--- src/rtl/core/mvma_pkg.sv ---
// Shared types and codes of the matrix-vector multiply-add block.
package mvma_pkg;

    // Input kinds as they arrive in s_tuser.
    localparam logic [1:0] ACT_DATA = 2'd0;
    localparam logic [1:0] ACT_COEF = 2'd1;
    localparam logic [1:0] ACT_BIAS = 2'd2;

    localparam int QDEPTH = 4;
    localparam int QPTR_W = 2;
    localparam int QCNT_W = 3;

    typedef enum logic [1:0] {
        OP_DATA,
        OP_COEF,
        OP_BIAS
    } op_kind_t;

    typedef struct packed {
        op_kind_t           kind;
        logic [3:0]         row;
        logic [4:0]         col;
        logic signed [31:0] first;
        logic signed [31:0] second;
    } op_t;

    // Head of the operation queue as seen by the back end.
    typedef struct packed {
        logic valid;
        op_t  op;
    } q_head_t;

    typedef enum logic [2:0] {
        BK_IDLE,
        BK_MAC,
        BK_DRAIN,
        BK_EMIT_RD,
        BK_EMIT_LD
    } bk_state_t;

endpackage

--- src/rtl/core/mvma_front.sv ---
// Front end: accepts input words, sorts out unusable ones and queues the rest.
module mvma_front
    import mvma_pkg::*;
#(
    parameter int OUTPUTS       = 10,
    parameter int COMPONENTS    = 32,
    parameter int ELEMENT_WIDTH = 32
) (
    input  logic        clk,
    input  logic        rst_n,
    input  logic        s_tvalid,
    output logic        s_tready,
    input  logic [79:0] s_tdata,
    input  logic [1:0]  s_tuser,
    output q_head_t     head,
    input  logic        pop
);

    localparam int SH = 32 - ELEMENT_WIDTH;

    op_t                 q_mem [QDEPTH];
    logic [QPTR_W-1:0]   wr_ptr_reg, wr_ptr_next;
    logic [QPTR_W-1:0]   rd_ptr_reg, rd_ptr_next;
    logic [QCNT_W-1:0]   count_reg, count_next;
    op_t                 op_in;
    logic                keep;
    logic                push;
    logic                row_ok;
    logic                col_ok;
    logic signed [31:0]  first_sh;
    logic signed [31:0]  second_sh;

    assign s_tready = count_reg != QCNT_W'(QDEPTH);
    assign row_ok   = 32'(s_tdata[67:64]) < OUTPUTS;
    assign col_ok   = 32'(s_tdata[72:68]) < COMPONENTS;

    // Elements and stored values count only in their low ELEMENT_WIDTH bits.
    always_comb
    begin
        first_sh     = s_tdata[31:0] << SH;
        second_sh    = s_tdata[63:32] << SH;
        op_in.first  = first_sh >>> SH;
        op_in.second = second_sh >>> SH;
        op_in.row    = s_tdata[67:64];
        op_in.col    = s_tdata[72:68];
        op_in.kind   = OP_DATA;
        keep         = 1'b0;
        unique case (s_tuser)
            ACT_DATA:
            begin
                keep = 1'b1;
            end
            ACT_COEF:
            begin
                op_in.kind = OP_COEF;
                keep       = row_ok && col_ok;
            end
            ACT_BIAS:
            begin
                op_in.kind = OP_BIAS;
                keep       = row_ok;
            end
            default:
            begin
                keep = 1'b0;
            end
        endcase
    end

    assign push = s_tvalid && s_tready && keep;

    always_comb
    begin
        wr_ptr_next = push ? wr_ptr_reg + 1'b1 : wr_ptr_reg;
        rd_ptr_next = pop ? rd_ptr_reg + 1'b1 : rd_ptr_reg;
        count_next  = count_reg + QCNT_W'(push) - QCNT_W'(pop);
    end

    always_ff @(posedge clk or negedge rst_n)
    begin
        if (!rst_n)
        begin
            wr_ptr_reg <= '0;
            rd_ptr_reg <= '0;
            count_reg  <= '0;
        end
        else
        begin
            wr_ptr_reg <= wr_ptr_next;
            rd_ptr_reg <= rd_ptr_next;
            count_reg  <= count_next;
        end
    end

    always_ff @(posedge clk)
    begin
        if (push)
        begin
            q_mem[wr_ptr_reg] <= op_in;
        end
    end

    assign head.valid = count_reg != '0;
    assign head.op    = q_mem[rd_ptr_reg];

endmodule

--- config.mk ---
export PLATFORM = sky130hd
export DESIGN_NAME = mvma_front
export DESIGN_NICKNAME = d
export VERILOG_FILES = /design/src/rtl/core/mvma_pkg.sv /design/src/rtl/core/mvma_front.sv
export SDC_FILE = /design/constraint.sdc
export NUM_CORES = 1
export LEC_CHECK = 0
export BUFFER_PORTS_ARGS = -buffer_cell sky130_fd_sc_hd__buf_2
export CAP_MARGIN = 20
export CORE_ASPECT_RATIO = 0.5
export CORE_MARGIN = 2
export CORE_UTILIZATION = 51
export DETAILED_ROUTE_END_ITERATION = 10
export PLACE_DENSITY = 0.75
export SYNTH_ARGS = -nofsm -noshare
export SYNTH_HDL_FRONTEND = slang
export SYNTH_SLANG_ARGS = --single-unit
--- constraint.sdc ---
create_clock -name clk -period 3.2 [get_ports clk]
set_clock_uncertainty 0.1 [all_clocks]
set_input_delay 0 -clock clk [delete_from_list [all_inputs] [get_ports clk]]
set_output_delay 0 -clock clk [all_outputs]
set_load 0.005 [all_outputs]
==> metrics.cfg, run 1 <==
[final_layout]
mostFrequentLayoutCells = edfxtp_1 (300), buf_2 (155), dlygate4sd3_1 (80), mux4_2 (75), clkbuf_16 (27)
final_util_pct = 66.0
fin_area_um2 = 14300
syn_to_final_growth_pct = 26.7
final_nets = 799
drive_above_1_share_pct = 40.4
n_antenna_cell = 0
largest_reg_flops = 300
final_common_cell = edfxtp_1

[die]
rows = 38
io_pins = 163
core_area_um2 = 21700
start_util_pct = 52.1
die_h_um = 109
fp.dieArea_um2 = 23400
die_w_um = 214

[route]
drt_iter0_markers = 310
drcViolationCount = 0
avgRoutedWirePerCell_um = 20.3
highest_layer = met4
drt-met1-wl_um = 8920
first_pass_iters = 5
vias = 5255
wl_met3_um = 742
postRouteAntennaNets = 0
routed_wl_um = 20700
wl_met2_um = 10800
vias_per_cell = 5.14

[timing]
setup_viol_count_final = 0
relSlewSlack_pct = 57.6
fmax_mhz = 358
fin_crit_sh_pct = 87.3
fin_tns_setup_ns = 0
slew_violations = 0
hold-worst-slack_ns = 0.132
post-route-min-period_ns = 2.79
hold_violations = 0
grt_setup_unrepaired = false
worstMarginPinSlew_ns = 0.637

[placement]
dp_hpwl_um = 12700
gp_congestion = 0.727
port_buffers = 155
dpl_cell_area_um2 = 12600

[clocking]
cts.clk_slew.worst_paths_ns = 0.07
cts_root_buffer = clkbuf_16
clockBufferDepth = 3
cts_tree = done
insertion_delay_ns = 0.52
numCtsBuffers = 26
post_cts_buffers = 0
cts.sinks = 307
ctsHtreeMaxLevel = 1

[synth]
avgSynthCellArea_um2 = 25.8
synth_warnings = 0
synth.net_count = 534
mappedNetlistArea_um2 = 11300
synth_seq_cells = 307
synth_cell_type_count = 21
synthCells = 437
yosysSeqAreaShare_pct = 81.3

[critical_path]
rr_worst_depth = 9
cp_max_fo = 7
crit_path_start = s_tuser[0]
timing.rr.start = count_reg[2]
crit_arrival_ns = 3.13
cp.required_ns = 3.54
cpPeakStageDelay_ns = 0.52
crit_chain = dlygate4sd3_1 > buf_2 > inv_1 > ha_1 > or3b_4 > a311oi_4 > inv_1 > ha_1 > inv_1 > ha_1 > fa_1 > xnor2_1 > xnor2_1
cp-start-kind = primary input
setup.worst_path.end = count_reg[2]
path_class = in2reg
end_kind = flip-flop
r2r-end = count_reg[2]
cp_slowest_cell = dlygate4sd3_1
r2r_setup_slack_ns = 0.72

[global_route]
grtUsageTotal_pct = 17.9
antenna_found_initial = 0
grt_first_pass_wirelength_um = 31500
grt_pass1_vias = 5631
grt_max_degree = 41
gr-total-overflow = 0

[power_and_ir_drop]
power_w = 0.0111
power_density_nw_per_um2 = 775
p_leak_nw = 4.95
ir_drop_mv = 0.340

[worst_hold_path]
hold_path_class = in2reg

[run]
drv_cap = 0

[outcome]
status = finished clean

-- worst min-delay path by stage --
stage / startpoint / endpoint / slack, ns / depth (start not counted)
3_5_place_dp: rst_n / count_reg[0] / -0.26 / 1
3_3_place_gp: rst_n / count_reg[2] / -0.25 / 1
5_1_grt: s_tdata[28] / q_mem[1][60] / 0.12 / 2
6_report: s_tdata[23] / q_mem[0][55] / 0.13 / 2
4_1_cts: s_tdata[29] / q_mem[1][61] / 0.11 / 2
2_1_floorplan: rst_n / count_reg[0] / -0.40 / 0
-- per-stage QoR --
stage,setup WS [ns],cells
4_1_cts,0.395,1022
3_5_place_dp,0.395,894
2_1_floorplan,0.588,437
5_1_grt,0.225,1022
3_3_place_gp,0.484,894
6_report,0.408,1022
-- critical path, delay by kind of cell --
kind,cells,cell delay (ns)
buffers and inverters,5,0.83
XOR/XNOR,2,0.32
AND/OR/NAND/NOR,1,0.39
adder cells (fa/ha/maj),4,1.13
AO/OA/AOI/OAI,1,0.46
-- synth_stat cells --
cell / number / area, um^2
or3b_4: 1 / 11.3
buf_1: 6 / 22.5
xnor2_1: 4 / 35.0
and2_1: 4 / 25.0
nor3b_1: 1 / 7.51
nand2b_1: 1 / 6.26
mux4_2: 75 / 1690
clkbuf_1: 2 / 7.51
buf_4: 4 / 30.0
xor2_1: 1 / 8.76
or3_1: 1 / 6.26
inv_1: 10 / 37.5
dfrtp_1: 7 / 175
a311oi_4: 1 / 26.3
buf_2: 5 / 25.0
or2b_1: 1 / 7.51
nand2_1: 1 / 3.75
edfxtp_1: 300 / 9010
fa_1: 1 / 20.0
ha_1: 10 / 125
mux2_4: 1 / 15.0
-- timing repair --
action	4_1_cts	5_1_grt
hold buffers	80	0
gates resized for setup	0	0
endpoints found under the hold margin	313	0
-- routing by layer --
| metal | up-vias | GRT usage [%] |
|---|---|---|
| li1 | 2395 | - |
| met1 | 2736 | 24.3 |
| met2 | 102 | 31.3 |
| met3 | 22 | 3.04 |
| met4 | 0 | 3.62 |
| met5 | - | 0 |
-- kinds of logic (layout without fill, tap and decap cells) --
family | after synthesis | after routing | synth area share [%]
flops | 307 | 307 | 81.3
mux | 76 | 76 | 15.1
buf+inv | 27 | 312 | 1.09
fa+ha+maj | 11 | 11 | 1.29
simple gates | 10 | 10 | 0.598
xor+xnor | 5 | 5 | 0.388
compound gates | 1 | 1 | 0.233
-- cell type report --
type	instances	area [um^2]
inverters	10	37.5
flip-flops and latches	307	9190
multi-input cells	103	2000
clock inverters	16	194
repair buffers	254	1820
clock buffers	32	694
fillers	1445	7370
well taps	300	375
-- power breakdown --
part           total, W  internal (W)  switching (W)
combinational   0.00274       0.00153        0.00121
clock           0.00326       0.00194        0.00132
sequential      0.00509       0.00482       0.000271
total            0.0111       0.00829        0.00280
Power figures use the tool's default switching activity.
==> run 2: changes to the inputs <==
--- a/config.mk
+++ b/config.mk
@@ -7,11 +7,13 @@
 export LEC_CHECK = 0
 export BUFFER_PORTS_ARGS = -buffer_cell sky130_fd_sc_hd__buf_2
 export CAP_MARGIN = 20
+export CELL_PAD_IN_SITES_DETAIL_PLACEMENT = 1
+export CELL_PAD_IN_SITES_GLOBAL_PLACEMENT = 1
 export CORE_ASPECT_RATIO = 0.5
 export CORE_MARGIN = 2
-export CORE_UTILIZATION = 51
+export CORE_UTILIZATION = 50
 export DETAILED_ROUTE_END_ITERATION = 10
-export PLACE_DENSITY = 0.75
+export PLACE_DENSITY_LB_ADDON = 0.1
 export SYNTH_ARGS = -nofsm -noshare
 export SYNTH_HDL_FRONTEND = slang
 export SYNTH_SLANG_ARGS = --single-unit
==> constraint.sdc (replaced) <==
create_clock -name clk -period 2.8 [get_ports clk]
set_clock_uncertainty 0.1 [all_clocks]
set_input_delay 0 -clock clk [delete_from_list [all_inputs] [get_ports clk]]
set_output_delay 0 -clock clk [all_outputs]
set_load 0.005 [all_outputs]
==> metrics.cfg, run 2 (same netlist as run 1, synthesis figures left out) <==
[critical_path]
r2r-end = count_reg[2]
timing.rr.start = count_reg[2]
setup.worst_path.end = count_reg[2]
end_kind = flip-flop
crit_arrival_ns = 2.93  ; -0.20 ns
path_class = in2reg
r2r_setup_slack_ns = 0.57  ; -0.15 ns
rr_worst_depth = 9  ; unchanged
cp.required_ns = 3.16  ; -0.38 ns
cp-start-kind = primary input
cp_max_fo = 3  ; -4
crit_path_start = s_tuser[0]

[clocking]
cts_resized = 0  ; unchanged
post_cts_buffers = 0  ; unchanged
cts.sinks = 307  ; unchanged
cts_root_buffer = clkbuf_16
clockBufferDepth = 3  ; unchanged
cts.clk_slew.worst_paths_ns = 0.07  ; about the same
insertion_delay_ns = 0.54  ; +0.02 ns
postCtsHoldBufs = 80  ; unchanged
numCtsBuffers = 27  ; +3.8%
ctsHtreeMaxLevel = 1  ; unchanged
cts_tree = done

[timing]
worstMarginPinSlew_ns = 0.468  ; -0.169 ns
slew_violations = 0  ; unchanged
fin_tns_setup_ns = 0  ; unchanged
grt_setup_unrepaired = false
post-route-min-period_ns = 2.57
fmax_mhz = 389
fin_crit_sh_pct = 91.9
hold-worst-slack_ns = 0.111  ; -0.0203 ns
relSlewSlack_pct = 68.8  ; +11 points
hold_violations = 0  ; unchanged
setup_viol_count_final = 0  ; unchanged

[run]
drv_cap = 0  ; unchanged

[final_layout]
fillCellCount = 1811  ; +25%
syn_to_final_growth_pct = 26.2
final_nets = 796  ; -0.38%
n_antenna_cell = 0  ; unchanged
fin_area_um2 = 14300  ; -0.39%
drive_above_1_share_pct = 40.8  ; +0.36 points
largest_reg_flops = 300  ; unchanged
mostFrequentLayoutCells = edfxtp_1 (300), buf_2 (155), dlygate4sd3_1 (80), mux4_2 (75), clkbuf_16 (27)
final_common_cell = edfxtp_1
final_util_pct = 65.0  ; -0.97 points

[global_route]
grt_max_degree = 41  ; unchanged
gr-total-overflow = 0  ; unchanged
use_met1_pct = 28.9  ; +4.6 points
met2_usage_pct = 36.2  ; +4.9 points
grt-busiest-layer = met2
grtUsageTotal_pct = 21.1  ; +3.2 points
grt_pass1_vias = 6025  ; +7.0%
grt_first_pass_wirelength_um = 36700  ; +16%
antenna_found_initial = 0  ; unchanged
gr-usage-met3_pct = 4.14  ; +1.1 points

[power_and_ir_drop]
power_w = 0.0127  ; +14%
p_leak_nw = 4.92  ; -0.72%
ir_drop_mv = 0.476  ; +40%
power_density_nw_per_um2 = 890  ; +15%

[worst_hold_path]
hold_path_class = in2reg

[route]
vias = 5463  ; +4.0%
drcViolationCount = 0  ; unchanged
vias_per_cell = 5.37  ; +4.4%
avgRoutedWirePerCell_um = 23.8  ; +17%
postRouteAntennaNets = 0  ; unchanged
routed_wl_um = 24300  ; +17%
first_pass_iters = 4  ; -1
drt_iter0_markers = 381  ; +23%

[die]
fp.dieArea_um2 = 23900  ; +1.9%
die_w_um = 217  ; +0.98%
core_area_um2 = 21900  ; +1.1%
io_pins = 163  ; unchanged
die_h_um = 110  ; +0.96%
rows = 38  ; unchanged
start_util_pct = 51.5  ; -0.56 points

[placement]
dp_hpwl_um = 14400  ; +14%
port_buffers = 155  ; unchanged
dpl_cell_area_um2 = 12600  ; about the same
gp_congestion = 0.721  ; -0.76%

[outcome]
status = finished clean

## run 2: worst max-delay path, cell delays in order
cell           delay [ns]
dlygate4sd3_1        0.51
buf_2                0.13
inv_1                0.06
ha_1                 0.29
or3b_4               0.39
a311oi_4             0.27
inv_1                0.07
ha_1                 0.27
inv_1                0.04
ha_1                 0.19
fa_1                 0.38
xnor2_1              0.18
xnor2_1              0.14
## run 2: per-layer routing
metal / vias to the layer above / part of all wire (%) / wire length (um)
met5: - / 0 / 0
met2: 154 / 50 / 12200
met1: 2897 / 43 / 10500
met4: 0 / 1.7 / 421
met3: 29 / 4.6 / 1110
li1: 2383 / - / -
## run 2: how the worst min path moves through the flow
stage / from / end / slack [ns] / cells after the start
finish: s_tdata[28] / q_mem[2][60] / 0.11 / 2
global route: s_tdata[43] / q_mem[3][11] / 0.11 / 2
CTS: s_tdata[27] / q_mem[3][59] / 0.09 / 2
detailed placement: rst_n / rd_ptr_reg[1] / -0.25 / 1
global placement: rst_n / rd_ptr_reg[1] / -0.25 / 1
floorplan: rst_n / count_reg[0] / -0.40 / 0
## run 2: per-stage QoR
stage	setup WS (ns)	instances
after global routing	0.0759	1018
after detailed placement	0.201	890
final	0.228	1018
after global placement	0.263	890
after CTS	0.219	1018
after floorplan	0.188	437
## run 2: power by group
group          total [W]  internal (W)  switching (W)
sequential       0.00572       0.00551       0.000209
clock            0.00358       0.00196        0.00162
combinational    0.00338       0.00177        0.00161
total             0.0127       0.00925        0.00344
## run 2: area by class of cell
| class | instances | area [um^2] | share of cell area (%) |
|---|---|---|---|
| clock buffer | 34 | 702 | 4.92 |
| clock inverter | 14 | 123 | 0.860 |
| inverter | 10 | 37.5 | 0.263 |
| multi-input combinational | 103 | 2000 | 14.0 |
| sequential | 307 | 9190 | 64.5 |
| tap | 300 | 375 | 2.63 |
| timing repair buffer | 250 | 1830 | 12.8 |
==> run 3: changes to the inputs <==
--- a/config.mk
+++ b/config.mk
@@ -7,13 +7,11 @@
 export LEC_CHECK = 0
 export BUFFER_PORTS_ARGS = -buffer_cell sky130_fd_sc_hd__buf_2
 export CAP_MARGIN = 20
-export CELL_PAD_IN_SITES_DETAIL_PLACEMENT = 1
-export CELL_PAD_IN_SITES_GLOBAL_PLACEMENT = 1
 export CORE_ASPECT_RATIO = 0.5
 export CORE_MARGIN = 2
-export CORE_UTILIZATION = 50
+export CORE_UTILIZATION = 55
 export DETAILED_ROUTE_END_ITERATION = 10
-export PLACE_DENSITY_LB_ADDON = 0.1
+export PLACE_DENSITY = 0.74
 export SYNTH_ARGS = -nofsm -noshare
 export SYNTH_HDL_FRONTEND = slang
 export SYNTH_SLANG_ARGS = --single-unit
==> metrics.cfg, run 3 (same netlist as run 1, synthesis figures left out) <==
[timing]
fmax_mhz = 387  ; -0.41%
post-route-min-period_ns = 2.58  ; +0.0107 ns
worstMarginPinSlew_ns = 0.532  ; +0.0641 ns
fin_tns_setup_ns = 0  ; unchanged
relSlewSlack_pct = 64.5  ; -4.3 points
fin_crit_sh_pct = 92.2  ; +0.38 points
hold_violations = 0  ; unchanged
setup_viol_count_final = 0  ; unchanged
layout_setup_ws_ns = 0.217  ; -0.0107 ns
slew_violations = 0  ; unchanged
grt_setup_unrepaired = false

[power_and_ir_drop]
pwr-share-clk_pct = 28.2  ; about the same
p_comb_share_pct = 26.1  ; -0.6 points
ir_drop_mv = 0.644  ; +35%
switching_share_pct = 25.7  ; -1.4 points
p_seq_share_pct = 45.7  ; +0.6 points
p_leak_nw = 4.97  ; +1.2%
internal_power_w = 0.00936  ; +1.2%
net-switching-power_w = 0.00324  ; -5.6%
power_w = 0.0126  ; -0.60%
power_density_nw_per_um2 = 879  ; -1.2%

[global_route]
grtUsageTotal_pct = 19.6  ; -1.5 points
antenna_found_initial = 1  ; +1
gr-total-overflow = 0  ; unchanged
grt_first_pass_wirelength_um = 32000  ; -13%
grt_pass1_vias = 5777  ; -4.1%
grt_max_degree = 45  ; +9.8%

[critical_path]
cp.required_ns = 3.14  ; -0.02 ns
crit_arrival_ns = 2.93  ; about the same
cp-start-kind = primary input
cp_max_fo = 3  ; unchanged
crit_path_start = s_tuser[1]
path_class = in2reg
r2r_setup_slack_ns = 0.53  ; -0.04 ns
rr_worst_depth = 9  ; unchanged
r2r-end = count_reg[2]
timing.rr.start = count_reg[2]
end_kind = flip-flop

[worst_hold_path]
min_path_cells = 2  ; unchanged
hold_path_startpoint = s_tdata[3]
hold_path_class = in2reg
hold_path_end = q_mem[0][35]

[clocking]
numCtsBuffers = 26  ; -3.7%
ctsHtreeMaxLevel = 1  ; unchanged
cts.sinks = 307  ; unchanged
cts.clk_slew.worst_paths_ns = 0.07  ; about the same
insertion_delay_ns = 0.52  ; -0.02 ns
clockBufferDepth = 3  ; unchanged
cts_tree = done
cts_resized = 0  ; unchanged
cts_root_buffer = clkbuf_16

[placement]
port_buffers = 155  ; unchanged
gp_congestion = 0.736  ; +2.0%
dp.cells = 864  ; -2.9%
pre_cts_ws_ns = 0.249  ; +0.0475 ns
dp_hpwl_um = 12500  ; -13%

[route]
routed_wl_um = 20900  ; -14%
postRouteAntennaNets = 0  ; unchanged
vias_per_cell = 5.44  ; +1.3%
avgRoutedWirePerCell_um = 21.0  ; -12%
drt_iter0_markers = 281  ; -26%
drcViolationCount = 0  ; unchanged
first_pass_iters = 4  ; unchanged
vias = 5399  ; -1.2%

[final_layout]
final_nets = 803  ; +0.88%
drive_above_1_share_pct = 41.6  ; +0.79 points
mostFrequentLayoutCells = edfxtp_1 (300), buf_2 (155), dlygate4sd3_1 (80), mux4_2 (75), clkbuf_16 (27)
largest_reg_flops = 300  ; unchanged
final_common_cell = edfxtp_1
syn_to_final_growth_pct = 27.0
stdcell_count = 993  ; -2.5%

[die]
start_util_pct = 57.1  ; +5.6 points
io_pins = 163  ; unchanged
die_h_um = 105  ; -4.5%
die_w_um = 207  ; -4.6%
fp.dieArea_um2 = 21800  ; -8.8%
core_area_um2 = 19800  ; -9.8%
rows = 36  ; -5.3%

[outcome]
status = finished clean

[run]
drv_cap = 0  ; unchanged

## run 3: changes by cell type in the layout (fill, tap and decap cells not counted)
cell / before / now
buf_12: 11 / 14
buf_4: 4 / 9
clkinv_2: 8 / 6
clkbuf_1: 7 / 4
bufinv_16: 2 / 3
diode_2: 0 / 1
clkinv_1: 2 / 4
clkinvlp_4: 2 / 4
## run 3: final cells by class
type                            count  area [um^2]
Clock buffer                       31          691
Inverter                           10         37.5
Multi-Input combinational cell    103         2000
Fill cell                        1134         5430
Tap cell                          266          333
Clock inverter                     17          165
Timing Repair Buffer              258         1920
Antenna cell                        1         2.50
Sequential cell                   307         9190
## run 3: worst max path at each step
stage | endpoint | slack [ns]
final | count_reg[2] | 0.22
after global routing | count_reg[2] | 0.07
after CTS | count_reg[2] | 0.20
after detailed placement | count_reg[2] | 0.25
after global placement | count_reg[2] | 0.27
after floorplan | q_mem[0][0] | 0.19
## run 3: worst max-delay path: stages
cell           delay (ns)
dlygate4sd3_1        0.53
buf_2                0.13
inv_1                0.06
ha_1                 0.27
or3b_4               0.38
a311oi_4             0.28
inv_1                0.07
ha_1                 0.27
inv_1                0.04
ha_1                 0.18
fa_1                 0.37
xnor2_1              0.20
xnor2_1              0.14
## run 3: per-stage QoR
step / area, um^2 / utilization (%) / hold slack (ns)
after global placement: 12700 / 64.1 / -0.260
final: 14300 / 72.5 / 0.129
after detailed placement: 12700 / 64.1 / -0.255
after floorplan: 11300 / - / -0.396
after CTS: 14300 / 72.5 / 0.111
after global routing: 14300 / 72.5 / 0.116
## run 3: power by group through the flow
stage	clock network (W)	logic, W	registers, W
final	0.00355	0.00330	0.00576
after global routing	0.00382	0.00355	0.00580
after CTS	0.00362	0.00337	0.00576
after detailed placement	0	0.00326	0.00586
after global placement	0	0.00324	0.00583
after floorplan	0	0.00203	0.00568
## run 3: per-layer routing
metal  part of all wire [%]  GRT usage [%]
met4                    2.4           5.20
met5                      0              0
met3                    4.4           3.56
met1                     43           26.8
met2                     50           33.0
## run 3: what timing repair did
action	in CTS	in global routing
hold buffers	80	0
setup buffers	0	0
hold endpoints to repair	312	0
